**src/rtl/fssk_pkg.sv**
```systemverilog
package fssk_pkg;

	localparam int unsigned IDLE_BITS = 20;
	localparam int unsigned HB_BITS = 16;
	localparam logic [IDLE_BITS-1:0] IDLE_MAX = '1;
	localparam logic [HB_BITS-1:0] HB_RESET = 16'd30;
	// test request threshold is idle * 5 > interval * 6
	localparam int unsigned CMP_BITS = IDLE_BITS + 3;
	localparam logic [CMP_BITS-1:0] IDLE_MUL = 23'd5;
	localparam logic [CMP_BITS-1:0] HB_MUL = 23'd6;

	typedef enum logic [1:0] {
		FUNC_TICK  = 2'd0,
		FUNC_MSG   = 2'd1,
		FUNC_START = 2'd2,
		FUNC_RSVD  = 2'd3
	} func_t;

	typedef enum logic [2:0] {
		MSG_LOGON     = 3'd0,
		MSG_HEARTBEAT = 3'd1,
		MSG_TEST_REQ  = 3'd2,
		MSG_REJECT    = 3'd3,
		MSG_RESEND    = 3'd4,
		MSG_LOGOUT    = 3'd5,
		MSG_SEQ_RESET = 3'd6,
		MSG_OTHER     = 3'd7
	} mtype_t;

	typedef enum logic [1:0] {
		GF_ABSENT = 2'd0,
		GF_YES    = 2'd1,
		GF_NO     = 2'd2,
		GF_OTHER  = 2'd3
	} gap_fill_t;

	typedef enum logic [2:0] {
		ACT_NONE      = 3'd0,
		ACT_RESEND    = 3'd1,
		ACT_LOGON     = 3'd2,
		ACT_LOGOUT    = 3'd3,
		ACT_HEARTBEAT = 3'd4,
		ACT_HB_ECHO   = 3'd5,
		ACT_TEST_REQ  = 3'd6,
		ACT_REJECT    = 3'd7
	} action_t;

	typedef enum logic [1:0] {
		RSN_NONE     = 2'd0,
		RSN_LOWER    = 2'd1,
		RSN_REASON_5 = 2'd2
	} reason_t;

	typedef enum logic [1:0] {
		ST_ACCEPTED = 2'd0,
		ST_IGNORED  = 2'd1,
		ST_GAP      = 2'd2,
		ST_ENDED    = 2'd3
	} status_t;

	typedef struct packed {
		func_t       func;
		mtype_t      mtype;
		logic [31:0] msg_seq;
		logic [31:0] new_seq;
		logic        poss_dup;
		gap_fill_t   gap_fill;
		logic        frame_bad;
		logic        interval_present;
		logic [15:0] interval_value;
		logic [63:0] test_id;
	} in_item_t;

	typedef struct packed {
		action_t     action;
		logic [31:0] range_begin;
		logic [31:0] range_end;
		reason_t     reject_reason;
		logic [63:0] echo_id;
		status_t     status;
		logic        running;
		logic        logged_on;
		logic [31:0] expected_seq;
	} out_item_t;

endpackage

```
**src/rtl/fix_session_sequence_keeper_top.sv**
```systemverilog
// path: input register, then the combinational engine, then the result register
// throughput: one item per cycle while out_stall is low; the input register, the state
// update and the result register each take one item a cycle
// reset (arst_n low, asynchronous): no item held, session stopped, not logged on,
// expected sequence number 1, idle count 0, heartbeat interval 30 ticks
module fix_session_sequence_keeper_top #(
	parameter int unsigned SEQ_BITS = 32
) (
	input  logic                clk,
	input  logic                arst_n,
	input  logic                in_valid,
	output logic                in_stall,
	input  fssk_pkg::in_item_t  in_item,
	output logic                out_valid,
	input  logic                out_stall,
	output fssk_pkg::out_item_t out_item,
	input  logic                cfg_valid,
	output logic                cfg_ready,
	input  logic [15:0]         cfg_data
);

	logic                valid_s1;
	fssk_pkg::in_item_t  item_s1;
	logic                advance;
	logic                fire;
	fssk_pkg::out_item_t result;

	assign cfg_ready = 1'b1;
	assign fire      = valid_s1 && advance;

	fssk_in_stage u_in (
		.clk      (clk),
		.arst_n   (arst_n),
		.in_valid (in_valid),
		.in_stall (in_stall),
		.in_item  (in_item),
		.advance  (advance),
		.valid_s1 (valid_s1),
		.item_s1  (item_s1)
	);

	fssk_engine #(
		.SEQ_BITS (SEQ_BITS)
	) u_engine (
		.clk      (clk),
		.arst_n   (arst_n),
		.fire     (fire),
		.item     (item_s1),
		.cfg_wr   (cfg_valid && cfg_ready),
		.cfg_data (cfg_data),
		.result   (result)
	);

	fssk_out_stage u_out (
		.clk       (clk),
		.arst_n    (arst_n),
		.load      (fire),
		.result    (result),
		.advance   (advance),
		.out_valid (out_valid),
		.out_stall (out_stall),
		.out_item  (out_item)
	);

endmodule

```
**src/rtl/fssk_in_stage.sv**
```systemverilog
module fssk_in_stage (
	input  logic                clk,
	input  logic                arst_n,
	input  logic                in_valid,
	output logic                in_stall,
	input  fssk_pkg::in_item_t  in_item,
	input  logic                advance,
	output logic                valid_s1,
	output fssk_pkg::in_item_t  item_s1
);

	logic vld_q;

	// the held item leaves when the engine takes it
	assign in_stall = vld_q && !advance;
	assign valid_s1 = vld_q;

	always_ff @(posedge clk or negedge arst_n) begin
		if (!arst_n) begin
			vld_q <= 1'b0;
		end else if (!in_stall) begin
			vld_q <= in_valid;
		end
	end

	always_ff @(posedge clk) begin
		if (in_valid && !in_stall) begin
			item_s1 <= in_item;
		end
	end

endmodule

```
**src/rtl/fssk_engine.sv**
```systemverilog
module fssk_engine #(
	parameter int unsigned SEQ_BITS = 32
) (
	input  logic                clk,
	input  logic                arst_n,
	input  logic                fire,
	input  fssk_pkg::in_item_t  item,
	input  logic                cfg_wr,
	input  logic [15:0]         cfg_data,
	output fssk_pkg::out_item_t result
);

	logic [SEQ_BITS-1:0] expected_q, expected_d;
	logic                logon_q, logon_d;
	logic                on_q, on_d;
	logic [fssk_pkg::IDLE_BITS-1:0] idle_q, idle_d, idle_inc;
	logic [fssk_pkg::HB_BITS-1:0]   hb_q, hb_d;
	logic [SEQ_BITS-1:0] seq_w, nseq_w, exp_inc;
	logic [fssk_pkg::CMP_BITS-1:0] idle_x5, hb_x6;
	fssk_pkg::action_t   action;
	fssk_pkg::reason_t   reason;
	fssk_pkg::status_t   status;
	logic [63:0]         echo;
	logic                rng_en;

	assign seq_w    = SEQ_BITS'(item.msg_seq);
	assign nseq_w   = SEQ_BITS'(item.new_seq);
	assign exp_inc  = expected_q + SEQ_BITS'(1);
	assign idle_inc = (idle_q == fssk_pkg::IDLE_MAX) ? idle_q
		: idle_q + fssk_pkg::IDLE_BITS'(1);
	assign idle_x5  = fssk_pkg::CMP_BITS'(idle_inc) * fssk_pkg::IDLE_MUL;
	assign hb_x6    = fssk_pkg::CMP_BITS'(hb_q) * fssk_pkg::HB_MUL;

	always_comb begin
		expected_d = expected_q;
		logon_d    = logon_q;
		on_d       = on_q;
		idle_d     = idle_q;
		hb_d       = hb_q;
		action     = fssk_pkg::ACT_NONE;
		reason     = fssk_pkg::RSN_NONE;
		status     = fssk_pkg::ST_ACCEPTED;
		echo       = '0;
		rng_en     = 1'b0;
		if (item.func == fssk_pkg::FUNC_START) begin
			on_d = 1'b1;
		end else if (item.func == fssk_pkg::FUNC_RSVD || !on_q) begin
			status = fssk_pkg::ST_IGNORED;
		end else if (item.func == fssk_pkg::FUNC_TICK) begin
			idle_d = idle_inc;
			if (idle_x5 > hb_x6) begin
				action = fssk_pkg::ACT_TEST_REQ;
			end else if (fssk_pkg::CMP_BITS'(idle_inc) > fssk_pkg::CMP_BITS'(hb_q)) begin
				action = fssk_pkg::ACT_HEARTBEAT;
			end
		end else begin
			idle_d = '0;
			if (!logon_q) begin
				if (item.mtype != fssk_pkg::MSG_LOGON) begin
					action = fssk_pkg::ACT_LOGOUT;
					status = fssk_pkg::ST_ENDED;
					on_d   = 1'b0;
				end else if (seq_w > expected_q) begin
					action = fssk_pkg::ACT_RESEND;
					rng_en = 1'b1;
					status = fssk_pkg::ST_GAP;
				end else begin
					logon_d    = 1'b1;
					expected_d = seq_w + SEQ_BITS'(1);
					action     = fssk_pkg::ACT_LOGON;
				end
			end else if (item.frame_bad) begin
				status = fssk_pkg::ST_IGNORED;
			end else if (seq_w > expected_q) begin
				action = fssk_pkg::ACT_RESEND;
				rng_en = 1'b1;
				status = fssk_pkg::ST_GAP;
			end else if (seq_w < expected_q && item.mtype != fssk_pkg::MSG_SEQ_RESET) begin
				if (item.poss_dup) begin
					status = fssk_pkg::ST_IGNORED;
				end else begin
					action = fssk_pkg::ACT_LOGOUT;
					status = fssk_pkg::ST_ENDED;
					on_d   = 1'b0;
				end
			end else begin
				unique case (item.mtype)
					fssk_pkg::MSG_TEST_REQ: begin
						action     = fssk_pkg::ACT_HB_ECHO;
						echo       = item.test_id;
						expected_d = exp_inc;
					end
					fssk_pkg::MSG_HEARTBEAT: begin
						if (item.interval_present) begin
							hb_d = item.interval_value;
						end
						expected_d = exp_inc;
					end
					fssk_pkg::MSG_REJECT: begin
						expected_d = exp_inc;
					end
					fssk_pkg::MSG_RESEND: begin
						action     = fssk_pkg::ACT_RESEND;
						rng_en     = 1'b1;
						expected_d = exp_inc;
					end
					fssk_pkg::MSG_LOGOUT: begin
						on_d   = 1'b0;
						status = fssk_pkg::ST_ENDED;
					end
					fssk_pkg::MSG_SEQ_RESET: begin
						if (item.gap_fill == fssk_pkg::GF_YES) begin
							if (seq_w < expected_q) begin
								if (item.poss_dup) begin
									status = fssk_pkg::ST_IGNORED;
								end else begin
									action = fssk_pkg::ACT_LOGOUT;
									status = fssk_pkg::ST_ENDED;
									on_d   = 1'b0;
								end
							end else if (nseq_w > seq_w) begin
								expected_d = nseq_w;
							end else begin
								action = fssk_pkg::ACT_REJECT;
								reason = fssk_pkg::RSN_LOWER;
								status = fssk_pkg::ST_IGNORED;
							end
						end else if (item.gap_fill == fssk_pkg::GF_NO) begin
							if (nseq_w >= expected_q) begin
								expected_d = nseq_w;
							end else begin
								action = fssk_pkg::ACT_REJECT;
								reason = fssk_pkg::RSN_REASON_5;
								status = fssk_pkg::ST_IGNORED;
							end
						end else begin
							status = fssk_pkg::ST_IGNORED;
						end
					end
					default: begin
						// repeated logon and unknown types
						status = fssk_pkg::ST_IGNORED;
					end
				endcase
			end
		end
	end

	always_comb begin
		result.action        = action;
		// reject carries the expected number as its reference
		result.range_begin   = (rng_en || action == fssk_pkg::ACT_REJECT)
			? 32'(expected_q) : 32'd0;
		result.range_end     = rng_en ? 32'(expected_q) : 32'd0;
		result.reject_reason = reason;
		result.echo_id       = echo;
		result.status        = status;
		result.running       = on_d;
		result.logged_on     = logon_d;
		result.expected_seq  = 32'(expected_d);
	end

	always_ff @(posedge clk or negedge arst_n) begin
		if (!arst_n) begin
			expected_q <= SEQ_BITS'(1);
			logon_q    <= 1'b0;
			on_q       <= 1'b0;
			idle_q     <= '0;
			hb_q       <= fssk_pkg::HB_RESET;
		end else begin
			if (fire) begin
				expected_q <= expected_d;
				logon_q    <= logon_d;
				on_q       <= on_d;
				idle_q     <= idle_d;
			end
			if (cfg_wr) begin
				hb_q <= cfg_data;
			end else if (fire) begin
				hb_q <= hb_d;
			end
		end
	end

endmodule

```
**src/rtl/fssk_out_stage.sv**
```systemverilog
module fssk_out_stage (
	input  logic                clk,
	input  logic                arst_n,
	input  logic                load,
	input  fssk_pkg::out_item_t result,
	output logic                advance,
	output logic                out_valid,
	input  logic                out_stall,
	output fssk_pkg::out_item_t out_item
);

	logic                vld_s2;
	fssk_pkg::out_item_t item_s2;

	// a new result may enter when the register is empty or being drained
	assign advance   = !vld_s2 || !out_stall;
	assign out_valid = vld_s2;
	assign out_item  = item_s2;

	always_ff @(posedge clk or negedge arst_n) begin
		if (!arst_n) begin
			vld_s2 <= 1'b0;
		end else if (advance) begin
			vld_s2 <= load;
		end
	end

	always_ff @(posedge clk) begin
		if (advance && load) begin
			item_s2 <= result;
		end
	end

endmodule

```
**config.mk**
```make
export PLATFORM = sky130hd
export DESIGN_NAME = fix_session_sequence_keeper_top
export DESIGN_NICKNAME = d
export VERILOG_FILES = /design/src/rtl/fssk_pkg.sv /design/src/rtl/fix_session_sequence_keeper_top.sv /design/src/rtl/fssk_in_stage.sv /design/src/rtl/fssk_engine.sv /design/src/rtl/fssk_out_stage.sv
export SDC_FILE = /design/constraint.sdc
export NUM_CORES = 1
export LEC_CHECK = 0
export ABC_AREA = 0
export ABC_CLOCK_PERIOD_IN_PS = 18300
export BUFFER_PORTS_ARGS = -buffer_cell sky130_fd_sc_hd__buf_2
export CORE_ASPECT_RATIO = 0.5
export CORE_MARGIN = 4
export CORE_UTILIZATION = 30
export DETAILED_ROUTE_END_ITERATION = 6
export PLACE_DENSITY = 0.53
export SLEW_MARGIN = 20
export SYNTH_ARGS = -nofsm -noshare
export SYNTH_HDL_FRONTEND = slang
export SYNTH_SLANG_ARGS = --single-unit
```
**constraint.sdc**
```tcl
create_clock -name clk -period 18.3 [get_ports clk]
set_input_delay 0.915 -clock clk [delete_from_list [all_inputs] [get_ports clk]]
set_output_delay 0.915 -clock clk [all_outputs]
set_load 0.05 [all_outputs]
```
==> metrics.txt <==
# TYPE chip_impl_metric gauge
chip_impl_info{name="result_of_the_run",value="complete, no violations"} 1
chip_impl_metric{name="htree_num_levels",unit=""} 2
chip_impl_metric{name="setup.reg_to_reg.worst_slack",unit="ns"} 10.42
chip_impl_metric{name="length_of_the_first_detailed_routing_pass_in_iterations",unit=""} 7
chip_impl_metric{name="clkTransAtPathRegs",unit="ns"} 0.06
chip_impl_metric{name="ioPinCount",unit=""} 347
chip_impl_metric{name="finalSetupViolCount",unit=""} 0
chip_impl_metric{name="p_per_area",unit="nW/um2"} 94.0
chip_impl_metric{name="horizontal_die_dimension",unit="um"} 396
chip_impl_info{name="crit_path_top_delay_cell",value="nand4b_2"} 1
chip_impl_metric{name="detail-route-antenna-nets",unit=""} 0
chip_impl_metric{name="drv_cap",unit=""} 0
chip_impl_metric{name="vias_per_cell",unit=""} 5.26
chip_impl_metric{name="vdd_ir_drop_max",unit="uV"} 55.6
chip_impl_metric{name="tightest_slew",unit="ns"} 1.07
chip_impl_metric{name="syn-cell-area",unit="um2"} 22500
chip_impl_metric{name="grt_max_degree",unit=""} 70
chip_impl_metric{name="design.die.area",unit="um2"} 79800
chip_impl_metric{name="syn_nets",unit=""} 2400
chip_impl_metric{name="layout.filler_cells",unit=""} 7429
chip_impl_info{name="min_path_type",value="in -> async"} 1
chip_impl_info{name="yosysTopAreaCell",value="edfxtp_1"} 1
chip_impl_info{name="critical_path.endpoint_type",value="flop"} 1
chip_impl_metric{name="final-instance-count-excl-fill",unit=""} 3431
chip_impl_metric{name="starting_utilization_of_the_core_area",unit=""} 0.305
chip_impl_metric{name="cp_slowest_stage_delay",unit="ns"} 1.00
chip_impl_metric{name="wire_length_of_the_first_global_routing_pass",unit="um"} 116000
chip_impl_metric{name="timing.final.hold_violations",unit=""} 0
chip_impl_metric{name="timing.final.crit_share",unit=""} 0.430
chip_impl_info{name="clockRootBuffer",value="clkbuf_16"} 1
chip_impl_metric{name="worst-endpoint-required",unit="ns"} 18.67
chip_impl_metric{name="numPortBuffers",unit=""} 345
chip_impl_metric{name="post_cts_buffers",unit=""} 0
chip_impl_metric{name="via_count_of_the_first_global_routing_pass",unit=""} 17657
chip_impl_metric{name="fin_setup_tns",unit="ns"} 0
chip_impl_metric{name="drive_gt1_frac",unit=""} 0.199
chip_impl_metric{name="synthToLayoutAreaGrowth",unit="%"} 18.7
chip_impl_metric{name="synth.yosys.warnings",unit=""} 0
chip_impl_metric{name="drt-initial-drc-count",unit=""} 1953
chip_impl_metric{name="relSlewSlack",unit=""} 0.281
chip_impl_metric{name="dp_hpwl",unit="um"} 60300
chip_impl_metric{name="cellLeakagePower",unit="nW"} 11.0
chip_impl_metric{name="post_drt_wl_per_cell",unit="um"} 23.1
chip_impl_metric{name="worst-endpoint-arrival",unit="ns"} 8.25
chip_impl_metric{name="cts-resized-gates",unit=""} 0
chip_impl_metric{name="post_synth.cell_area_avg",unit="um2"} 11.0
chip_impl_metric{name="fmax",unit="GHz"} 0.127
chip_impl_info{name="leading_cell_type_by_number_of_instances_after_synthesis",value="edfxtp_1"} 1
chip_impl_metric{name="asyncSetResetFlopFracSynth",unit=""} 0.182
chip_impl_metric{name="multi_input_area",unit="um2"} 10200
chip_impl_metric{name="r2r_cells",unit=""} 23
chip_impl_info{name="timing_worst_setup_path_type",value="reg -> reg"} 1
chip_impl_metric{name="number_of_flops_mapped_to_enable_cells_by_yosys",unit=""} 323
chip_impl_info{name="synth_top_flop_cell",value="edfxtp_1"} 1
chip_impl_info{name="cts_tree",value="built"} 1
chip_impl_metric{name="floorplan.die.height",unit="um"} 202
chip_impl_metric{name="ctsLongestPathBuffers",unit=""} 3
chip_impl_metric{name="power",unit="mW"} 2.51
chip_impl_info{name="synth_top_cells_by_area",value="edfxtp_1 (43%), ha_1 (9.4%), dfrtp_1 (7.4%)"} 1
chip_impl_metric{name="cts_inserted_buffers",unit=""} 42
chip_impl_metric{name="gr-total-overflow",unit=""} 0
chip_impl_metric{name="placed_cells_incl_taps",unit=""} 3350
chip_impl_metric{name="ys_ff_latch",unit=""} 395
chip_impl_metric{name="critical_path.max_fanout",unit=""} 32
chip_impl_metric{name="totalWireLength",unit="um"} 79300
chip_impl_metric{name="clock-sinks",unit=""} 395
chip_impl_metric{name="num_rows",unit=""} 70
chip_impl_info{name="crit-reg2reg-launch",value="u_engine.idle_q[6]$_DFFE_PN0P_"} 1
chip_impl_metric{name="number_of_antenna_violations_at_the_first_check_in_global_routing",unit=""} 10
chip_impl_metric{name="final.min_clock_period",unit="ns"} 7.88
chip_impl_metric{name="finalNetCount",unit=""} 2733
chip_impl_metric{name="synth_largest_type_area_fraction",unit=""} 0.431
chip_impl_metric{name="cts_hold_repair.buffers",unit=""} 0
chip_impl_metric{name="dr_total_vias",unit=""} 18037
chip_impl_info{name="grt_setup_unrepaired",value="false"} 1
chip_impl_metric{name="synth-seq-area-share",unit=""} 0.511
chip_impl_metric{name="floorplan.core_area",unit="um2"} 73700
chip_impl_info{name="critical_path.startpoint_type",value="flop"} 1
chip_impl_info{name="yosys-top-cells-count",value="edfxtp_1 (323), nand2_1 (186), ha_1 (170)"} 1
chip_impl_metric{name="yosysUniqueCellTypes",unit=""} 90
chip_impl_metric{name="drt_drc_violations_left",unit=""} 0
chip_impl_metric{name="grtUsageTotal",unit=""} 0.192
chip_impl_metric{name="slew_violations",unit=""} 0
chip_impl_metric{name="clock_latency",unit="ns"} 0.59
chip_impl_info{name="worst_setup_path_startpoint",value="u_engine.idle_q[6]$_DFFE_PN0P_"} 1
chip_impl_metric{name="register_area",unit="um2"} 11500
chip_impl_metric{name="fin_worst_skew",unit="ns"} 0.0246
chip_impl_info{name="crit_path_cell_trace",value="nand4_2, or4_4, nor3_4, mux2i_1, inv_1, ha_1, ha_1, fa_1, a211o_1, a21oi_1, o31ai_1, o41ai_1, xnor2_1, ha_1, nand3_1, nor2_1, o311ai_0, nand4_1, o31ai_1, o2111ai_1, a21oi_1, nand4b_2, o31ai_1"} 1
chip_impl_metric{name="place.gp.congestion",unit=""} 0.943
chip_impl_metric{name="synthCells",unit=""} 2053
## per-layer routing
metal / vias up / GRT usage / routed length, um
met5: - / 0 / 0
met4: 0 / 0.0603 / 2410
met3: 131 / 0.0347 / 5060
met2: 647 / 0.311 / 36800
met1: 8813 / 0.260 / 35000
li1: 8446 / - / -
## cell usage in the layout, fill, tap and decap left out, types with 9 or more instances in the layout
cell	instances
edfxtp_1	323
inv_1	140
a22oi_1	11
clkbuf_16	43
o221ai_1	16
a31oi_1	19
nor4_1	27
nand2b_1	20
and3_1	17
nand3_1	60
clkinv_1	12
a211o_1	12
nor3_1	36
nand2_1	186
or3_1	9
and2_1	78
o31ai_1	46
buf_2	344
xnor2_1	75
and4_1	12
a21oi_1	86
xor2_1	16
o22ai_1	9
nor2_1	92
a22o_1	11
a21o_1	24
buf_4	28
nor2b_1	12
nand4_1	44
o21a_1	14
dfrtp_1	67
ha_1	170
a211oi_1	24
a221o_1	10
o211ai_1	18
mux2i_1	29
o21ai_0	95
## metrics by stage
step	hold WS [ns]	util	setup WS, ns	instance area, um2
floorplan	0.457	-	11.44	22500
global placement	0.469	0.344	10.86	25400
detailed placement	0.490	0.344	10.53	25400
CTS	0.163	0.362	10.47	26700
global route	0.177	0.363	9.76	26700
finish	0.198	0.363	10.42	26700
## layout make-up
type	count	share of cell area
tap	1008	0.0472
clock buffer	51	0.0421
antenna	6	0.000561
multi-input combinational	1431	0.380
timing repair buffer	372	0.0722
clock inverter	24	0.00735
sequential	395	0.430
inverter	144	0.0205
## final timing paths
| kind | to |
|---|---|
| min | u_engine.hb_q[13]$_DFFE_PN0P_ |
| max in group asynchronous | u_engine.expected_q[7]$_DFFE_PN0P_ |
| min in group clk | u_out.out_valid$_DFFE_PN0N_ |
| max reg2reg | u_out.out_item[145]$_SDFFCE_PN0P_ |
| max | u_out.out_item[145]$_SDFFCE_PN0P_ |
| min reg2reg | u_out.out_valid$_DFFE_PN0N_ |
## cell families (layout without fill, tap and decap cells)
logic type | Yosys count | after routing | synth area share
adders and majority gates | 172 | 172 | 0.0962
other | 1 | 7 | 0.000166
xor gates and xnor gates | 92 | 92 | 0.0364
buffers and inverters | 227 | 591 | 0.0400
and+or+nand+nor | 628 | 628 | 0.143
muxes | 34 | 34 | 0.0153
AOI/OAI and AO/OA | 504 | 504 | 0.158
DFF | 395 | 395 | 0.511
## state kept, by name, indices dropped and copies added (netlist names), 16 cells and up
name,flops
u_out.out_item,169
u_in.item_s1,154
u_engine.expected_q,32
u_engine.idle_q,20
u_engine.hb_q,16
## worst max-delay path: cells and delay by family, from the launching register on
family	cells	cell delay, ns
buffers and inverters	1	0.14
multiplexers	1	0.40
AO/OA/AOI/OAI	9	2.37
adder cells (fa/ha/maj)	4	1.31
AND/OR/NAND/NOR	7	2.60
XOR/XNOR	1	0.20
flip-flops	1	0.58
## where the power goes
part / switching [mW] / total, mW / internal (mW)
combinational: 0.380 / 0.547 / 0.167
clock: 0.375 / 0.844 / 0.468
sequential: 0.0686 / 1.12 / 1.06
Note: power is estimated with default switching activity, not from simulation.
